[config.mk]
export PLATFORM = sky130hd
export DESIGN_NAME = chain_row_packer_prefix_indexer
export DESIGN_NICKNAME = d
export VERILOG_FILES = /design/src/hw/rtl/crppi_pkg.sv /design/src/hw/rtl/crppi_bitlen.sv /design/src/hw/rtl/crppi_bin_store.sv /design/src/hw/rtl/chain_row_packer_prefix_indexer.sv
export SDC_FILE = /design/constraint.sdc
export NUM_CORES = 2
export LEC_CHECK = 0
export BUFFER_PORTS_ARGS = -buffer_cell sky130_fd_sc_hd__buf_4
export CORE_ASPECT_RATIO = 2
export CORE_MARGIN = 4
export CORE_UTILIZATION = 40
export DETAILED_ROUTE_END_ITERATION = 12
export GPL_ROUTABILITY_DRIVEN = 0
export HOLD_SLACK_MARGIN = 0.08
export MAX_ROUTING_LAYER = met4
export PLACE_DENSITY = 0.62
export SLEW_MARGIN = 30
export SYNTH_ARGS = -nofsm -noshare
export SYNTH_HDL_FRONTEND = slang
export SYNTH_SLANG_ARGS = --single-unit
export TNS_END_PERCENT = 1
[constraint.sdc]
create_clock -name aclk -period 11.8 [get_ports aclk]
set_input_delay 1.18 -clock aclk [delete_from_list [all_inputs] [get_ports aclk]]
set_output_delay 1.18 -clock aclk [all_outputs]
set_load 0.02 [all_outputs]
[src/hw/rtl/crppi_pkg.sv]
package crppi_pkg;

    localparam int HIST_BINS = 64;
    localparam int BIN_AW    = $clog2(HIST_BINS);
    localparam int CNT_W     = 32;
    localparam int PREFIX_W  = 63;
    localparam int POINT_W   = 64;

    localparam logic [CNT_W-1:0] SAT32 = {CNT_W{1'b1}};

    // bit-length unit: value split into chunks, one priority step per chunk
    localparam int BL_CW     = 8;
    localparam int BL_CHUNKS = POINT_W / BL_CW;
    localparam int BL_LW     = $clog2(BL_CW + 1);

    // result kinds
    localparam logic [2:0] RK_ROW     = 3'd0;
    localparam logic [2:0] RK_ENTRY   = 3'd1;
    localparam logic [2:0] RK_BIN     = 3'd2;
    localparam logic [2:0] RK_SUMMARY = 3'd3;
    localparam logic [2:0] RK_ERROR   = 3'd4;

    // configuration register indexes
    localparam logic [1:0] REG_START_BITS = 2'd0;
    localparam logic [1:0] REG_END_BITS   = 2'd1;
    localparam logic [1:0] REG_CKPT_BITS  = 2'd2;
    localparam logic [1:0] REG_HIST_MODE  = 2'd3;

    // bin store operations
    localparam logic [1:0] BIN_OP_NONE  = 2'd0;
    localparam logic [1:0] BIN_OP_INC   = 2'd1;
    localparam logic [1:0] BIN_OP_DRAIN = 2'd2;

    typedef struct packed {
        logic [1:0]        op;
        logic [BIN_AW-1:0] addr;
    } bin_req_t;

    typedef struct packed {
        logic [2:0]          kind;
        logic [POINT_W-1:0]  row;
        logic [3:0]          bytes;
        logic [PREFIX_W-1:0] prefix;
        logic [CNT_W-1:0]    count;
        logic [CNT_W-1:0]    empty;
        logic [5:0]          bin;
        logic [6:0]          cbits;
        logic                last;
    } out_item_t;

    function automatic logic [BL_LW-1:0] chunk_len(input logic [BL_CW-1:0] b);
        logic [BL_LW-1:0] n;
        n = '0;
        for (int i = 0; i < BL_CW; i++) begin
            if (b[i]) begin
                n = BL_LW'(i + 1);
            end
        end
        return n;
    endfunction

endpackage

[src/hw/rtl/crppi_bitlen.sv]
module crppi_bitlen (
    input  logic        aclk,
    input  logic        aresetn,
    input  logic        start,
    input  logic [crppi_pkg::POINT_W-1:0] value,
    output logic        done,
    output logic [6:0]  len
);
    import crppi_pkg::*;

    logic [BL_CHUNKS-1:0]            nz_reg;
    logic [BL_CHUNKS-1:0][BL_LW-1:0] clen_reg;
    logic                            s1_reg;
    logic                            s2_reg;
    logic [6:0]                      len_reg;
    logic [6:0]                      len_next;

    always_ff @(posedge aclk) begin
        if (!aresetn) begin
            s1_reg <= 1'b0;
            s2_reg <= 1'b0;
        end else begin
            s1_reg <= start;
            s2_reg <= s1_reg;
        end
    end

    // first stage: per-chunk length, second stage: pick the highest nonzero chunk
    always_ff @(posedge aclk) begin
        for (int i = 0; i < BL_CHUNKS; i++) begin
            nz_reg[i]   <= |value[i*BL_CW +: BL_CW];
            clen_reg[i] <= chunk_len(value[i*BL_CW +: BL_CW]);
        end
        len_reg <= len_next;
    end

    always_comb begin
        len_next = 7'd1;
        for (int i = 0; i < BL_CHUNKS; i++) begin
            if (nz_reg[i]) begin
                len_next = 7'(i * BL_CW) + 7'(clen_reg[i]);
            end
        end
    end

    assign done = s2_reg;
    assign len  = len_reg;

endmodule

[src/hw/rtl/crppi_bin_store.sv]
module crppi_bin_store (
    input  logic                        aclk,
    input  logic                        aresetn,
    input  crppi_pkg::bin_req_t         req,
    output logic [crppi_pkg::CNT_W-1:0] rd_data
);
    import crppi_pkg::*;

    logic [CNT_W-1:0]     mem [HIST_BINS];
    logic [HIST_BINS-1:0] valid_reg;
    logic [CNT_W-1:0]     rdata_reg;
    logic                 rvld_reg;
    logic                 wb_pend_reg;
    logic [BIN_AW-1:0]    wb_addr_reg;
    logic [CNT_W-1:0]     cur;
    logic [CNT_W-1:0]     wb_data;

    // a bin never written since reset or drain reads as zero
    assign cur     = rvld_reg ? rdata_reg : '0;
    assign wb_data = (cur == SAT32) ? cur : cur + CNT_W'(1);
    assign rd_data = cur;

    always_ff @(posedge aclk) begin
        if (!aresetn) begin
            valid_reg   <= '0;
            wb_pend_reg <= 1'b0;
        end else begin
            wb_pend_reg <= (req.op == BIN_OP_INC);
            if (req.op == BIN_OP_DRAIN) begin
                valid_reg[req.addr] <= 1'b0;
            end
            if (wb_pend_reg) begin
                valid_reg[wb_addr_reg] <= 1'b1;
            end
        end
    end

    always_ff @(posedge aclk) begin
        if (req.op != BIN_OP_NONE) begin
            rdata_reg <= mem[req.addr];
            rvld_reg  <= valid_reg[req.addr];
        end
        if (req.op == BIN_OP_INC) begin
            wb_addr_reg <= req.addr;
        end
        if (wb_pend_reg) begin
            mem[wb_addr_reg] <= wb_data;
        end
    end

    // the controller leaves the cycle of a writeback free
    a_inc_interlock: assert property (@(posedge aclk) disable iff (!aresetn)
        req.op == BIN_OP_INC |=> req.op == BIN_OP_NONE)
        else $error("bin request issued during increment writeback");

    a_drain_clears: assert property (@(posedge aclk) disable iff (!aresetn)
        req.op == BIN_OP_DRAIN |=> !valid_reg[$past(req.addr)])
        else $error("drained bin still marked valid");

    a_inc_sets_valid: assert property (@(posedge aclk) disable iff (!aresetn)
        req.op == BIN_OP_INC |=> ##1 valid_reg[$past(req.addr, 2)])
        else $error("incremented bin not marked valid");

endmodule

[src/hw/rtl/chain_row_packer_prefix_indexer.sv]
// Chain row packer and prefix index builder.
// Input stream s_*: one request per chain (tuser 0) or a finish request (tuser 1).
// Output stream m_*: result items, tuser gives the result kind, tlast marks the
// last result of a request. Configuration is written through cfg_we / cfg_index /
// cfg_data by the user, only while the block is idle; the block does not enforce it.
// Pack mode: a chain request passes the shift, compare and emit steps of the
// control sequencer and gives its packed row, then an index entry when the
// prefix moves on, or an error result when it falls, which halts the block so
// that every later request gives an error until reset. A finish emits the entry
// of an open run and waits on the two-stage bit-length unit before the summary.
// Histogram mode: a chain passes the bit-length unit, then a read-modify-write
// of the bin memory; a finish drains all 64 bins one by one through the single
// read port of the bin memory, clearing each bin as it goes.
// One request is in work at a time; s_tready is high only while the sequencer
// waits for a request. Results pass through an output register, so a request
// can be taken while the last result still waits; while m_tready is low the
// sequencer holds at its next result. Reset loads the default configuration,
// clears the run state and the halt, and marks all bins empty at once.
module chain_row_packer_prefix_indexer (
    input  logic         aclk,
    input  logic         aresetn,
    input  logic         s_tvalid,
    output logic         s_tready,
    input  logic [127:0] s_tdata,   // start_point[63:0], end_point[127:64]
    input  logic [0:0]   s_tuser,   // kind[0]
    output logic         m_tvalid,
    input  logic         m_tready,
    // packed_row[63:0], row_bytes[67:64], group_prefix[130:68],
    // chain_count[162:131], empty_before[194:163], bin_number[200:195],
    // count_bits[207:201]
    output logic [207:0] m_tdata,
    output logic [2:0]   m_tuser,   // result_kind[2:0]
    output logic         m_tlast,
    input  logic         cfg_we,
    input  logic [1:0]   cfg_index,
    input  logic [5:0]   cfg_data
);
    import crppi_pkg::*;

    localparam logic [3:0] ST_IDLE    = 4'd0;
    localparam logic [3:0] ST_CALC    = 4'd1;
    localparam logic [3:0] ST_DECIDE  = 4'd2;
    localparam logic [3:0] ST_ROW     = 4'd3;
    localparam logic [3:0] ST_ENTRY   = 4'd4;
    localparam logic [3:0] ST_ERROR   = 4'd5;
    localparam logic [3:0] ST_HALT    = 4'd6;
    localparam logic [3:0] ST_BLSTART = 4'd7;
    localparam logic [3:0] ST_BLWAIT  = 4'd8;
    localparam logic [3:0] ST_HINC    = 4'd9;
    localparam logic [3:0] ST_SUMMARY = 4'd10;
    localparam logic [3:0] ST_HDRAIN  = 4'd11;
    localparam logic [3:0] ST_HOUT    = 4'd12;

    localparam logic [BIN_AW-1:0] LAST_BIN = BIN_AW'(HIST_BINS - 1);

    // configuration
    logic [5:0] start_bits_reg;
    logic [5:0] end_bits_reg;
    logic [4:0] ckpt_bits_reg;
    logic       hist_mode_reg;

    // control and run state
    logic [3:0]          state_reg, state_next;
    logic                run_open_reg, run_open_next;
    logic [PREFIX_W-1:0] run_prefix_reg, run_prefix_next;
    logic [CNT_W-1:0]    run_count_reg, run_count_next;
    logic [PREFIX_W-1:0] first_prefix_reg, first_prefix_next;
    logic [PREFIX_W-1:0] last_entry_prefix_reg, last_entry_prefix_next;
    logic                entry_emitted_reg, entry_emitted_next;
    logic [CNT_W-1:0]    largest_count_reg, largest_count_next;
    logic                halted_reg, halted_next;
    logic                m_tvalid_reg, m_tvalid_next;

    // request payload and intermediate results
    logic                kind_reg, kind_next;
    logic [POINT_W-1:0]  sp_reg, sp_next;
    logic [POINT_W-1:0]  ep_reg, ep_next;
    logic [POINT_W-1:0]  row_reg, row_next;
    logic [3:0]          bytes_reg, bytes_next;
    logic [PREFIX_W-1:0] prefix_reg, prefix_next;
    logic                eq_reg, eq_next;
    logic                lt_reg, lt_next;
    logic [CNT_W-1:0]    empty_reg, empty_next;
    logic [BIN_AW-1:0]   bin_k_reg, bin_k_next;
    out_item_t           out_item_reg, out_item_next;

    // combinational helpers
    logic                out_free;
    logic                emit;
    out_item_t           item;
    logic [CNT_W-1:0]    end_mask;
    logic [POINT_W-1:0]  ep_shifted;
    logic [7:0]          total_bits;
    logic [4:0]          bytes_full;
    logic [PREFIX_W-1:0] gap_m1;
    logic [CNT_W-1:0]    gap_sat;

    logic                bl_start;
    logic [POINT_W-1:0]  bl_value;
    logic                bl_done;
    logic [6:0]          bl_len;
    bin_req_t            bin_req;
    logic [CNT_W-1:0]    bin_rdata;

    crppi_bitlen u_bitlen (
        .aclk    (aclk),
        .aresetn (aresetn),
        .start   (bl_start),
        .value   (bl_value),
        .done    (bl_done),
        .len     (bl_len)
    );

    crppi_bin_store u_bin_store (
        .aclk    (aclk),
        .aresetn (aresetn),
        .req     (bin_req),
        .rd_data (bin_rdata)
    );

    always_ff @(posedge aclk) begin
        if (!aresetn) begin
            start_bits_reg <= 6'd40;
            end_bits_reg   <= 6'd16;
            ckpt_bits_reg  <= 5'd0;
            hist_mode_reg  <= 1'b0;
        end else if (cfg_we) begin
            unique case (cfg_index)
                REG_START_BITS: start_bits_reg <= cfg_data;
                REG_END_BITS:   end_bits_reg   <= cfg_data;
                REG_CKPT_BITS:  ckpt_bits_reg  <= cfg_data[4:0];
                REG_HIST_MODE:  hist_mode_reg  <= cfg_data[0];
                default: ;
            endcase
        end
    end

    // row packing
    assign end_mask   = (end_bits_reg >= 6'd32) ? SAT32 : ~(SAT32 << end_bits_reg[4:0]);
    assign ep_shifted = ep_reg >> end_bits_reg;
    assign total_bits = 8'(start_bits_reg) + 8'(end_bits_reg) + 8'(ckpt_bits_reg);
    assign bytes_full = 5'((total_bits + 8'd7) >> 3);

    // empty prefixes: run_prefix - last_entry_prefix - 1, modulo the prefix width
    assign gap_m1  = run_prefix_reg + ~last_entry_prefix_reg;
    assign gap_sat = (|gap_m1[PREFIX_W-1:CNT_W]) ? SAT32 : gap_m1[CNT_W-1:0];

    assign out_free = !m_tvalid_reg || m_tready;

    always_comb begin
        state_next             = state_reg;
        run_open_next          = run_open_reg;
        run_prefix_next        = run_prefix_reg;
        run_count_next         = run_count_reg;
        first_prefix_next      = first_prefix_reg;
        last_entry_prefix_next = last_entry_prefix_reg;
        entry_emitted_next     = entry_emitted_reg;
        largest_count_next     = largest_count_reg;
        halted_next            = halted_reg;
        kind_next              = kind_reg;
        sp_next                = sp_reg;
        ep_next                = ep_reg;
        row_next               = row_reg;
        bytes_next             = bytes_reg;
        prefix_next            = prefix_reg;
        eq_next                = eq_reg;
        lt_next                = lt_reg;
        empty_next             = empty_reg;
        bin_k_next             = bin_k_reg;
        emit                   = 1'b0;
        item                   = '0;
        bl_start               = 1'b0;
        bl_value               = kind_reg ? POINT_W'(largest_count_reg) : sp_reg;
        bin_req.op             = BIN_OP_NONE;
        bin_req.addr           = bin_k_reg;

        unique case (state_reg)
            ST_IDLE: begin
                if (s_tvalid) begin
                    kind_next = s_tuser[0];
                    sp_next   = s_tdata[63:0];
                    ep_next   = s_tdata[127:64];
                    if (halted_reg) begin
                        state_next = ST_HALT;
                    end else if (hist_mode_reg) begin
                        if (!s_tuser[0]) begin
                            state_next = ST_BLSTART;
                        end else begin
                            bin_k_next = '0;
                            state_next = ST_HDRAIN;
                        end
                    end else begin
                        state_next = s_tuser[0] ? ST_DECIDE : ST_CALC;
                    end
                end
            end
            ST_CALC: begin
                row_next    = sp_reg | (POINT_W'(ep_reg[CNT_W-1:0] & end_mask) << start_bits_reg);
                bytes_next  = (bytes_full > 5'd15) ? 4'd15 : bytes_full[3:0];
                prefix_next = ep_shifted[PREFIX_W-1:0];
                state_next  = ST_DECIDE;
            end
            ST_DECIDE: begin
                eq_next = (prefix_reg == run_prefix_reg);
                lt_next = (prefix_reg < run_prefix_reg);
                if (entry_emitted_reg && gap_m1 != '0 && gap_m1 != '1) begin
                    empty_next = gap_sat;
                end else begin
                    empty_next = '0;
                end
                if (!kind_reg) begin
                    state_next = ST_ROW;
                end else begin
                    state_next = run_open_reg ? ST_ENTRY : ST_BLSTART;
                end
            end
            ST_ROW: begin
                emit       = 1'b1;
                item.kind  = RK_ROW;
                item.row   = row_reg;
                item.bytes = bytes_reg;
                item.last  = !run_open_reg || eq_reg;
                if (out_free) begin
                    if (!run_open_reg) begin
                        run_open_next   = 1'b1;
                        run_prefix_next = prefix_reg;
                        run_count_next  = CNT_W'(1);
                        if (!entry_emitted_reg) begin
                            first_prefix_next = prefix_reg;
                        end
                        state_next = ST_IDLE;
                    end else if (eq_reg) begin
                        if (run_count_reg != SAT32) begin
                            run_count_next = run_count_reg + CNT_W'(1);
                        end
                        state_next = ST_IDLE;
                    end else if (lt_reg) begin
                        state_next = ST_ERROR;
                    end else begin
                        state_next = ST_ENTRY;
                    end
                end
            end
            ST_ENTRY: begin
                emit        = 1'b1;
                item.kind   = RK_ENTRY;
                item.prefix = run_prefix_reg;
                item.count  = run_count_reg;
                item.empty  = empty_reg;
                item.last   = !kind_reg;
                if (out_free) begin
                    if (run_count_reg > largest_count_reg) begin
                        largest_count_next = run_count_reg;
                    end
                    last_entry_prefix_next = run_prefix_reg;
                    entry_emitted_next     = 1'b1;
                    if (!kind_reg) begin
                        run_prefix_next = prefix_reg;
                        run_count_next  = CNT_W'(1);
                        state_next      = ST_IDLE;
                    end else begin
                        state_next = ST_BLSTART;
                    end
                end
            end
            ST_ERROR: begin
                emit        = 1'b1;
                item.kind   = RK_ERROR;
                item.prefix = prefix_reg;
                item.last   = 1'b1;
                if (out_free) begin
                    halted_next = 1'b1;
                    state_next  = ST_IDLE;
                end
            end
            ST_HALT: begin
                emit      = 1'b1;
                item.kind = RK_ERROR;
                item.last = 1'b1;
                if (out_free) begin
                    state_next = ST_IDLE;
                end
            end
            ST_BLSTART: begin
                bl_start   = 1'b1;
                state_next = ST_BLWAIT;
            end
            ST_BLWAIT: begin
                if (bl_done) begin
                    if (!kind_reg) begin
                        bin_req.op   = BIN_OP_INC;
                        bin_req.addr = BIN_AW'(bl_len - 7'd1);
                        state_next   = ST_HINC;
                    end else begin
                        state_next = ST_SUMMARY;
                    end
                end
            end
            ST_HINC: begin
                // bin writeback completes at the end of this cycle
                state_next = ST_IDLE;
            end
            ST_SUMMARY: begin
                emit        = 1'b1;
                item.kind   = RK_SUMMARY;
                item.prefix = first_prefix_reg;
                item.cbits  = bl_len;
                item.last   = 1'b1;
                if (out_free) begin
                    run_open_next          = 1'b0;
                    entry_emitted_next     = 1'b0;
                    run_prefix_next        = '0;
                    run_count_next         = '0;
                    first_prefix_next      = '0;
                    last_entry_prefix_next = '0;
                    largest_count_next     = '0;
                    state_next             = ST_IDLE;
                end
            end
            ST_HDRAIN: begin
                bin_req.op   = BIN_OP_DRAIN;
                bin_req.addr = bin_k_reg;
                state_next   = ST_HOUT;
            end
            ST_HOUT: begin
                emit       = 1'b1;
                item.kind  = RK_BIN;
                item.count = bin_rdata;
                item.bin   = 6'(bin_k_reg);
                item.last  = (bin_k_reg == LAST_BIN);
                if (out_free) begin
                    if (bin_k_reg == LAST_BIN) begin
                        state_next = ST_IDLE;
                    end else begin
                        bin_k_next = bin_k_reg + BIN_AW'(1);
                        state_next = ST_HDRAIN;
                    end
                end
            end
            default: begin
                state_next = ST_IDLE;
            end
        endcase
    end

    always_comb begin
        out_item_next = out_item_reg;
        m_tvalid_next = m_tvalid_reg;
        if (emit && out_free) begin
            out_item_next = item;
            m_tvalid_next = 1'b1;
        end else if (m_tready) begin
            m_tvalid_next = 1'b0;
        end
    end

    always_ff @(posedge aclk) begin
        if (!aresetn) begin
            state_reg             <= ST_IDLE;
            run_open_reg          <= 1'b0;
            run_prefix_reg        <= '0;
            run_count_reg         <= '0;
            first_prefix_reg      <= '0;
            last_entry_prefix_reg <= '0;
            entry_emitted_reg     <= 1'b0;
            largest_count_reg     <= '0;
            halted_reg            <= 1'b0;
            m_tvalid_reg          <= 1'b0;
        end else begin
            state_reg             <= state_next;
            run_open_reg          <= run_open_next;
            run_prefix_reg        <= run_prefix_next;
            run_count_reg         <= run_count_next;
            first_prefix_reg      <= first_prefix_next;
            last_entry_prefix_reg <= last_entry_prefix_next;
            entry_emitted_reg     <= entry_emitted_next;
            largest_count_reg     <= largest_count_next;
            halted_reg            <= halted_next;
            m_tvalid_reg          <= m_tvalid_next;
        end
    end

    always_ff @(posedge aclk) begin
        kind_reg     <= kind_next;
        sp_reg       <= sp_next;
        ep_reg       <= ep_next;
        row_reg      <= row_next;
        bytes_reg    <= bytes_next;
        prefix_reg   <= prefix_next;
        eq_reg       <= eq_next;
        lt_reg       <= lt_next;
        empty_reg    <= empty_next;
        bin_k_reg    <= bin_k_next;
        out_item_reg <= out_item_next;
    end

    assign s_tready = (state_reg == ST_IDLE);
    assign m_tvalid = m_tvalid_reg;
    assign m_tuser  = out_item_reg.kind;
    assign m_tlast  = out_item_reg.last;
    assign m_tdata  = {out_item_reg.cbits, out_item_reg.bin, out_item_reg.empty,
                       out_item_reg.count, out_item_reg.prefix, out_item_reg.bytes,
                       out_item_reg.row};

    a_halt_sticky: assert property (@(posedge aclk) disable iff (!aresetn)
        halted_reg |=> halted_reg)
        else $error("halt cleared without reset");

    a_entry_needs_run: assert property (@(posedge aclk) disable iff (!aresetn)
        entry_emitted_reg |-> run_open_reg)
        else $error("entry history kept with no open run");

    a_open_run_count: assert property (@(posedge aclk) disable iff (!aresetn)
        run_open_reg |-> run_count_reg != '0)
        else $error("open run with zero chain count");

    a_halted_request: assert property (@(posedge aclk) disable iff (!aresetn)
        s_tvalid && s_tready && halted_reg |=> state_reg == ST_HALT)
        else $error("request while halted not routed to error result");

endmodule

* After elaboration in Yosys (flattened, before gate mapping)
Memories as Yosys holds them, arrays and structs flattened. A register that Yosys moved wholly into a read port is not among the register bits. Cells that the tools add are included.
Cells by class: multiplexer cells 144, reduce and logical (&&, ||, !) cells 45, shift operators 3, equal/unequal tests 38, bitwise operators 7, order comparisons 8, add/subtract/negate cells 15
Operators with widths (number):
- two-way mux 63 bit | 9
- two-way mux 32 bit | 13
- one-hot mux 63 bit (3 select lines) | 2
- two-way mux 64 bit | 4
- one-hot mux 63 bit (2 select lines) | 2
- bitwise OR 64 bit | 2
- one-hot mux 32 bit (2 select lines) | 2
- two-way mux 3 bit | 34
- one-hot mux 32 bit (3 select lines) | 1
- adder 32 x 1 -> 32 bit, second input constant | 2
- bitwise AND 64 bit | 1
- NOT 64 bit | 1
- OR reduction 8 bit | 8
- << shifter 32 x 6 -> 64 bit | 1
- right shift 64 x 6 -> 63 bit | 1
- adder 63 bit | 1
- equality test 63 bit | 1
- < comparator 63 bit | 1
- two-way mux 7 bit | 9
- inequality test 63 bit, second input constant | 1
- NOT 63 bit | 1
- nonzero test 63 bit | 1
- two-way mux 4 bit | 13
- one-hot mux 4 bit (10 select lines) | 1
- 55 further kinds | 148
Storage, ports and cells: memories 1, bits of input ports 142, bits in writable memories 2048, register bits after elaboration 912
Memory list:
- u_bin_store.mem | words 64, bits a word 32, read ports 1, clocked after Yosys merged registers in 1, wr ports 1, RTL line crppi_bin_store.sv:9 | logic [CNT_W-1:0] mem [HIST_BINS];

* Longest topological paths before layout
depth in word-level cells 14, mapped depth 16, gate-level depth less buffers 15

* Cells and area by module
From an unflattened synthesis, not the netlist that was laid out.
Second synthesis, totals: cell total of the unflattened synthesis 9422, area total of the unflattened synthesis 129843.3 um2
By module, submodules not included:
- crppi_bin_store | instances 1, cells an instance 4662, sequential area each 63971.4 um2, area each 84139.4 um2
- chain_row_packer_prefix_indexer | instances 1, cells an instance 4532, sequential area each 20960.1 um2, area each 43757.0 um2
- crppi_bitlen | instances 1, cells an instance 228, sequential area each 980.9 um2, area each 1946.9 um2

* Worst setup path after synthesis
OpenSTA, ideal clock, no wires.
kind input to register, start point in m_tready, end point reg out_item_reg (netlist bit m_tdata[0]) (enable), path buffers 0, arrival time 9996 ps, stages 2, path slack 1015 ps, data required time 11011 ps, cell sequence nor2b_1 nor2_1
On the way: longest elaborated chain between the ends 2
Ends and longest elaborated chain:
- start, declared | RTL line chain_row_packer_prefix_indexer.sv:27 | input logic m_tready,
- logical OR 1 bit | RTL line chain_row_packer_prefix_indexer.sv:148 | assign out_free = !m_tvalid_reg || m_tready;
- logical AND 1 bit | RTL line chain_row_packer_prefix_indexer.sv:349 | if (emit && out_free) begin
- end signal, assigned | RTL line chain_row_packer_prefix_indexer.sv:394 | out_item_reg <= out_item_next;
- end, declared | RTL line chain_row_packer_prefix_indexer.sv:85 | out_item_t out_item_reg, out_item_next;
Every way passes these cells. A chain may end at the register's enable or synchronous reset.

* Worst setup path after layout
start point reg state_reg[3], end point reg u_bin_store.rdata_reg[0], read port of u_bin_store.mem, data pin
On the way: longest elaborated chain between the ends 3, elaborated cells between the ends (all ways) 4
Ends and longest elaborated chain:
- start, declared | RTL line chain_row_packer_prefix_indexer.sv:63 | logic [3:0] state_reg, state_next;
- start signal, assigned | RTL line chain_row_packer_prefix_indexer.sv:370 | state_reg <= state_next;
- equality test 4 bit | RTL line chain_row_packer_prefix_indexer.sv:177 | unique case (state_reg)
- one-hot mux 8 bit (2 select lines) (*) | RTL line chain_row_packer_prefix_indexer.sv:177
- nonzero test 2 bit | RTL line crppi_bin_store.sv:39 | if (req.op != BIN_OP_NONE) begin
- end, declared | RTL line crppi_bin_store.sv:11 | logic [CNT_W-1:0] rdata_reg;
Every way passes the cells marked *; elsewhere a longest branch is shown, timed or not.

==> metrics.md <==
| Metric | Value |
|---|---|
| Top fanout value on the critical path | 152 |
| Post-synthesis cell count | 11142 |
| Syn_area_per_cell | 11.7 µm² |
| Ys async rst share | 0% |
| Clock power frac | 28.2% |
| Post-route ant nets | 0 |
| Area Overhead vs Synth | 11.8% |
| Post-route cell area | 0.146 mm² |
| Setup TNS | 0 ns |
| Largest net degree at the start of global routing | 192 |
| WL final | 450 mm |
| Status | finished, violations left |
| Hold_buf cts | 0 |
| Hold/Removal Path Class | in2reg |
| WS Path Type | reg2reg |
| Via density | 6.06 |
| Post-CTS Setup Repair Bufs | 0 |
| Leak pwr | 50.1 nW |
| Crit share post-route | 52.5% |
| Met3 wire len | 36.4 mm |
| Post-CTS sizing | 0 |
| XOR/XNOR share of the synthesized area | 0.605% |
| Hold Fails Final Rpt | 0 |
| Number of flip-flops under the largest register name | 2048 |
| Root Buffer | clkbuf_16 |
| DR WL met2 | 223 mm |
| CTS Buffer Depth | 4 |
| Final cell count without fillers | 15727 |
| Synth Area in Adders | 1.75% |
| Area share of and/or/nand/nor cells after synthesis | 15.0% |
| Capture point of the worst reg-to-reg path | u_bin_store.rdata_reg[0] |
| Drt initial violations | 11361 |
| Hold WS | 0.397 ns |
| M1 WL | 150 mm |
| Worst-case reg-to-reg path depth | 14 |
| Post-synth EDFFs | 2599 |
| Nets | 11501 |
| Setup WS post-layout | 5.60 ns |
| Share of cells above drive strength 1 | 10.4% |
| Hold Path End | sp_reg[60] |
| Residual DRC | 2 |
| Die Ht | 815 µm |
| Port bufs | 355 |
| Syn_nets | 11463 |
| Die width | 412 µm |
| Post-synthesis register bit count | 2992 |
| Startpoint Class | flop |
| Seq pwr share | 44.1% |
| Max Cap Viol | 0 |
| RR Startpoint | state_reg[3] |
| Comb power frac | 27.6% |
| Top reg by flops | u_bin_store.mem |
| Clk_skew | 0.0660 ns |
| Tmin final | 6.20 ns |
| Number of I/O pins | 356 |
| Remaining Overflow, GRT | 0 |
| Switching Power | 10.1 mW |
| Starting Density | 40.1% |
| Clock Latency Late Sink | 0.96 ns |
| Internal power | 19.5 mW |
| Dpl ws | 5.67 ns |
| Failing checks | design-rule violations |
| Row cnt | 296 |
| Clock tree from TritonCTS | built |
| Power Density | 203 mW/mm² |
| Cell area after placement | 0.138 mm² |
| Max frequency | 161 MHz |
| Final setup viols | 0 |
| R2R Setup Slk | 5.60 ns |
| DR WL/cell | 28.6 µm |
| Fin util | 44.9% |
| Largest family of logic cells by synthesized area | simple AND/OR/NAND/NOR gates |
| TritonCTS Buffers | 248 |
| Sw Ratio | 34.1% |
| Number of cells on the worst hold path | 1 |
| Post-synthesis mux area share | 2.04% |
| Top layer in use | met4 |
| Crit path required time | 12.57 ns |
| Total power | 29.6 mW |
| Maximum ir drop on the vdd rail | 0.000165 V |
| RSZ-0062 raised after global routing | false |
| Clock transition at the registers of the reported paths | 0.07 ns |
| Worst slew margin | 23.2% |
| DR pass1 iterations | 12 |
| Vias in the first global route | 91565 |
| Hold Startpoint | s_tdata[60] |
| Clock Sinks | 2992 |
| Synthesized area | 0.130 mm² |
| Sequential area share after synthesis | 65.9% |
| CP endpoint kind | flop |
| H-tree depth | 4 |
| Initial antenna violation count | 21 |
| Synth warn | 0 |
| Synth Area in Compound Gates | 11.4% |
| Post-synth top flop | edfxtp_1 |
| Pin slew with the least headroom to its limit | 1.15 ns |
| Placed insts | 15251 |
| Setup crit start | state_reg[3] |
| Post-DP HPWL | 280 mm |
| Vias | 95294 |
| Fin. max-slew vios | 0 |
| First-pass GRT wire length | 639 mm |
| Total GRT Usage | 26.5% |
| Yosys cell types | 96 |
| Die ar. | 0.336 mm² |
| Core area | 0.325 mm² |
| Arrival time at the worst endpoint | 6.97 ns |
[cell type report]
class	instances	area (µm²)
Sequential cell	2992	85900
Multi-Input combinational cell	7022	40600
Clock inverter	158	1460
Tap cell	4321	5410
Fill cell	29179	179000
Clock buffer	297	6520
Antenna cell	21	52.6
Timing Repair Buffer	556	4380
Inverter	360	1380
[logic make-up after synthesis]
group | after synthesis
buffers and inverters | 1128
flip-flops | 2992
XOR/XNOR | 90
AND/OR/NAND/NOR | 4340
adder cells (fa/ha/maj) | 179
AO/OA/AOI/OAI | 2207
multiplexers | 206
[worst max-delay path, cell delays in order, from the launching register on]
cell and delay (ns):
dfxtp_1 0.76, nor2b_1 0.32, nand2_1 0.14, nor2_1 0.17
nand2_1 0.30, inv_1 0.47, mux2_8 0.59, inv_8 0.45
buf_12 0.51, buf_4 0.66, a211oi_1 0.18, a311oi_1 0.29
a31oi_1 0.09, o22ai_1 0.45, or4_1 0.33
[power by group through the flow]
stage	Clock (mW)	Combinational, mW	Sequential (mW)
floorplan	0	4.74	13.5
global placement	0	7.82	13.3
detailed placement	0	7.92	13.3
CTS	8.47	7.96	13.0
global route	8.83	8.70	13.1
finish	8.36	8.19	13.1
[synth_stat cells, types with 60 or more instances]
| library cell | number | share of area [%] |
|---|---|---|
| a211oi_1 | 300 | 1.7 |
| a21o_1 | 60 | 0.35 |
| a21oi_1 | 491 | 1.9 |
| a222oi_1 | 63 | 0.48 |
| a311oi_1 | 279 | 1.9 |
| a31oi_1 | 306 | 1.5 |
| and2_1 | 403 | 1.9 |
| buf_1 | 63 | 0.18 |
| clkbuf_1 | 675 | 1.9 |
| dfxtp_1 | 393 | 6.0 |
| edfxtp_1 | 2599 | 60 |
| ha_1 | 173 | 1.7 |
| inv_1 | 356 | 1.0 |
| mux2i_1 | 139 | 1.1 |
| nand2_1 | 2256 | 6.5 |
| nand3_1 | 789 | 3.0 |
| nand4_1 | 84 | 0.40 |
| nor2_1 | 431 | 1.2 |
| nor3_1 | 105 | 0.40 |
| o21ai_0 | 256 | 0.98 |
| o22ai_1 | 162 | 0.78 |
[metal layers]
layer,up-vias,GRT usage (%)
li1,41223,-
met1,47102,28.1
met2,5417,44.3
met3,1552,4.26
met4,0,20.1
met5,-,-
[placed cells by master (no fill, tap or decap), types with 54 or more instances in the layout]
master and count:
nand2_1 2246, ha_1 173, edfxtp_1 2599, buf_4 536, dfxtp_1 387, nand4_1 84
nand3_1 789, a211oi_1 300, clkbuf_16 250, a31oi_1 305, a21o_1 60, o22ai_1 162
a21oi_1 486, o21ai_0 252, a311oi_1 279, inv_1 295, clkinv_1 83, a222oi_1 63
clkinv_2 54, mux2i_1 139, and2_1 384, nor2_1 425, nor3_1 102
[how the worst max path moves through the flow]
stage | cells after the start | slack (ns) | endpoint
after floorplan | 2 | 1.02 | m_tdata[0]
after global placement | 14 | 5.85 | u_bin_store.rdata_reg[0]
after detailed placement | 14 | 5.67 | u_bin_store.rdata_reg[0]
after CTS | 14 | 5.66 | u_bin_store.rdata_reg[0]
after global routing | 14 | 5.33 | u_bin_store.rdata_reg[0]
final | 14 | 5.60 | u_bin_store.rdata_reg[0]
Note: power is estimated with default switching activity, not from simulation.
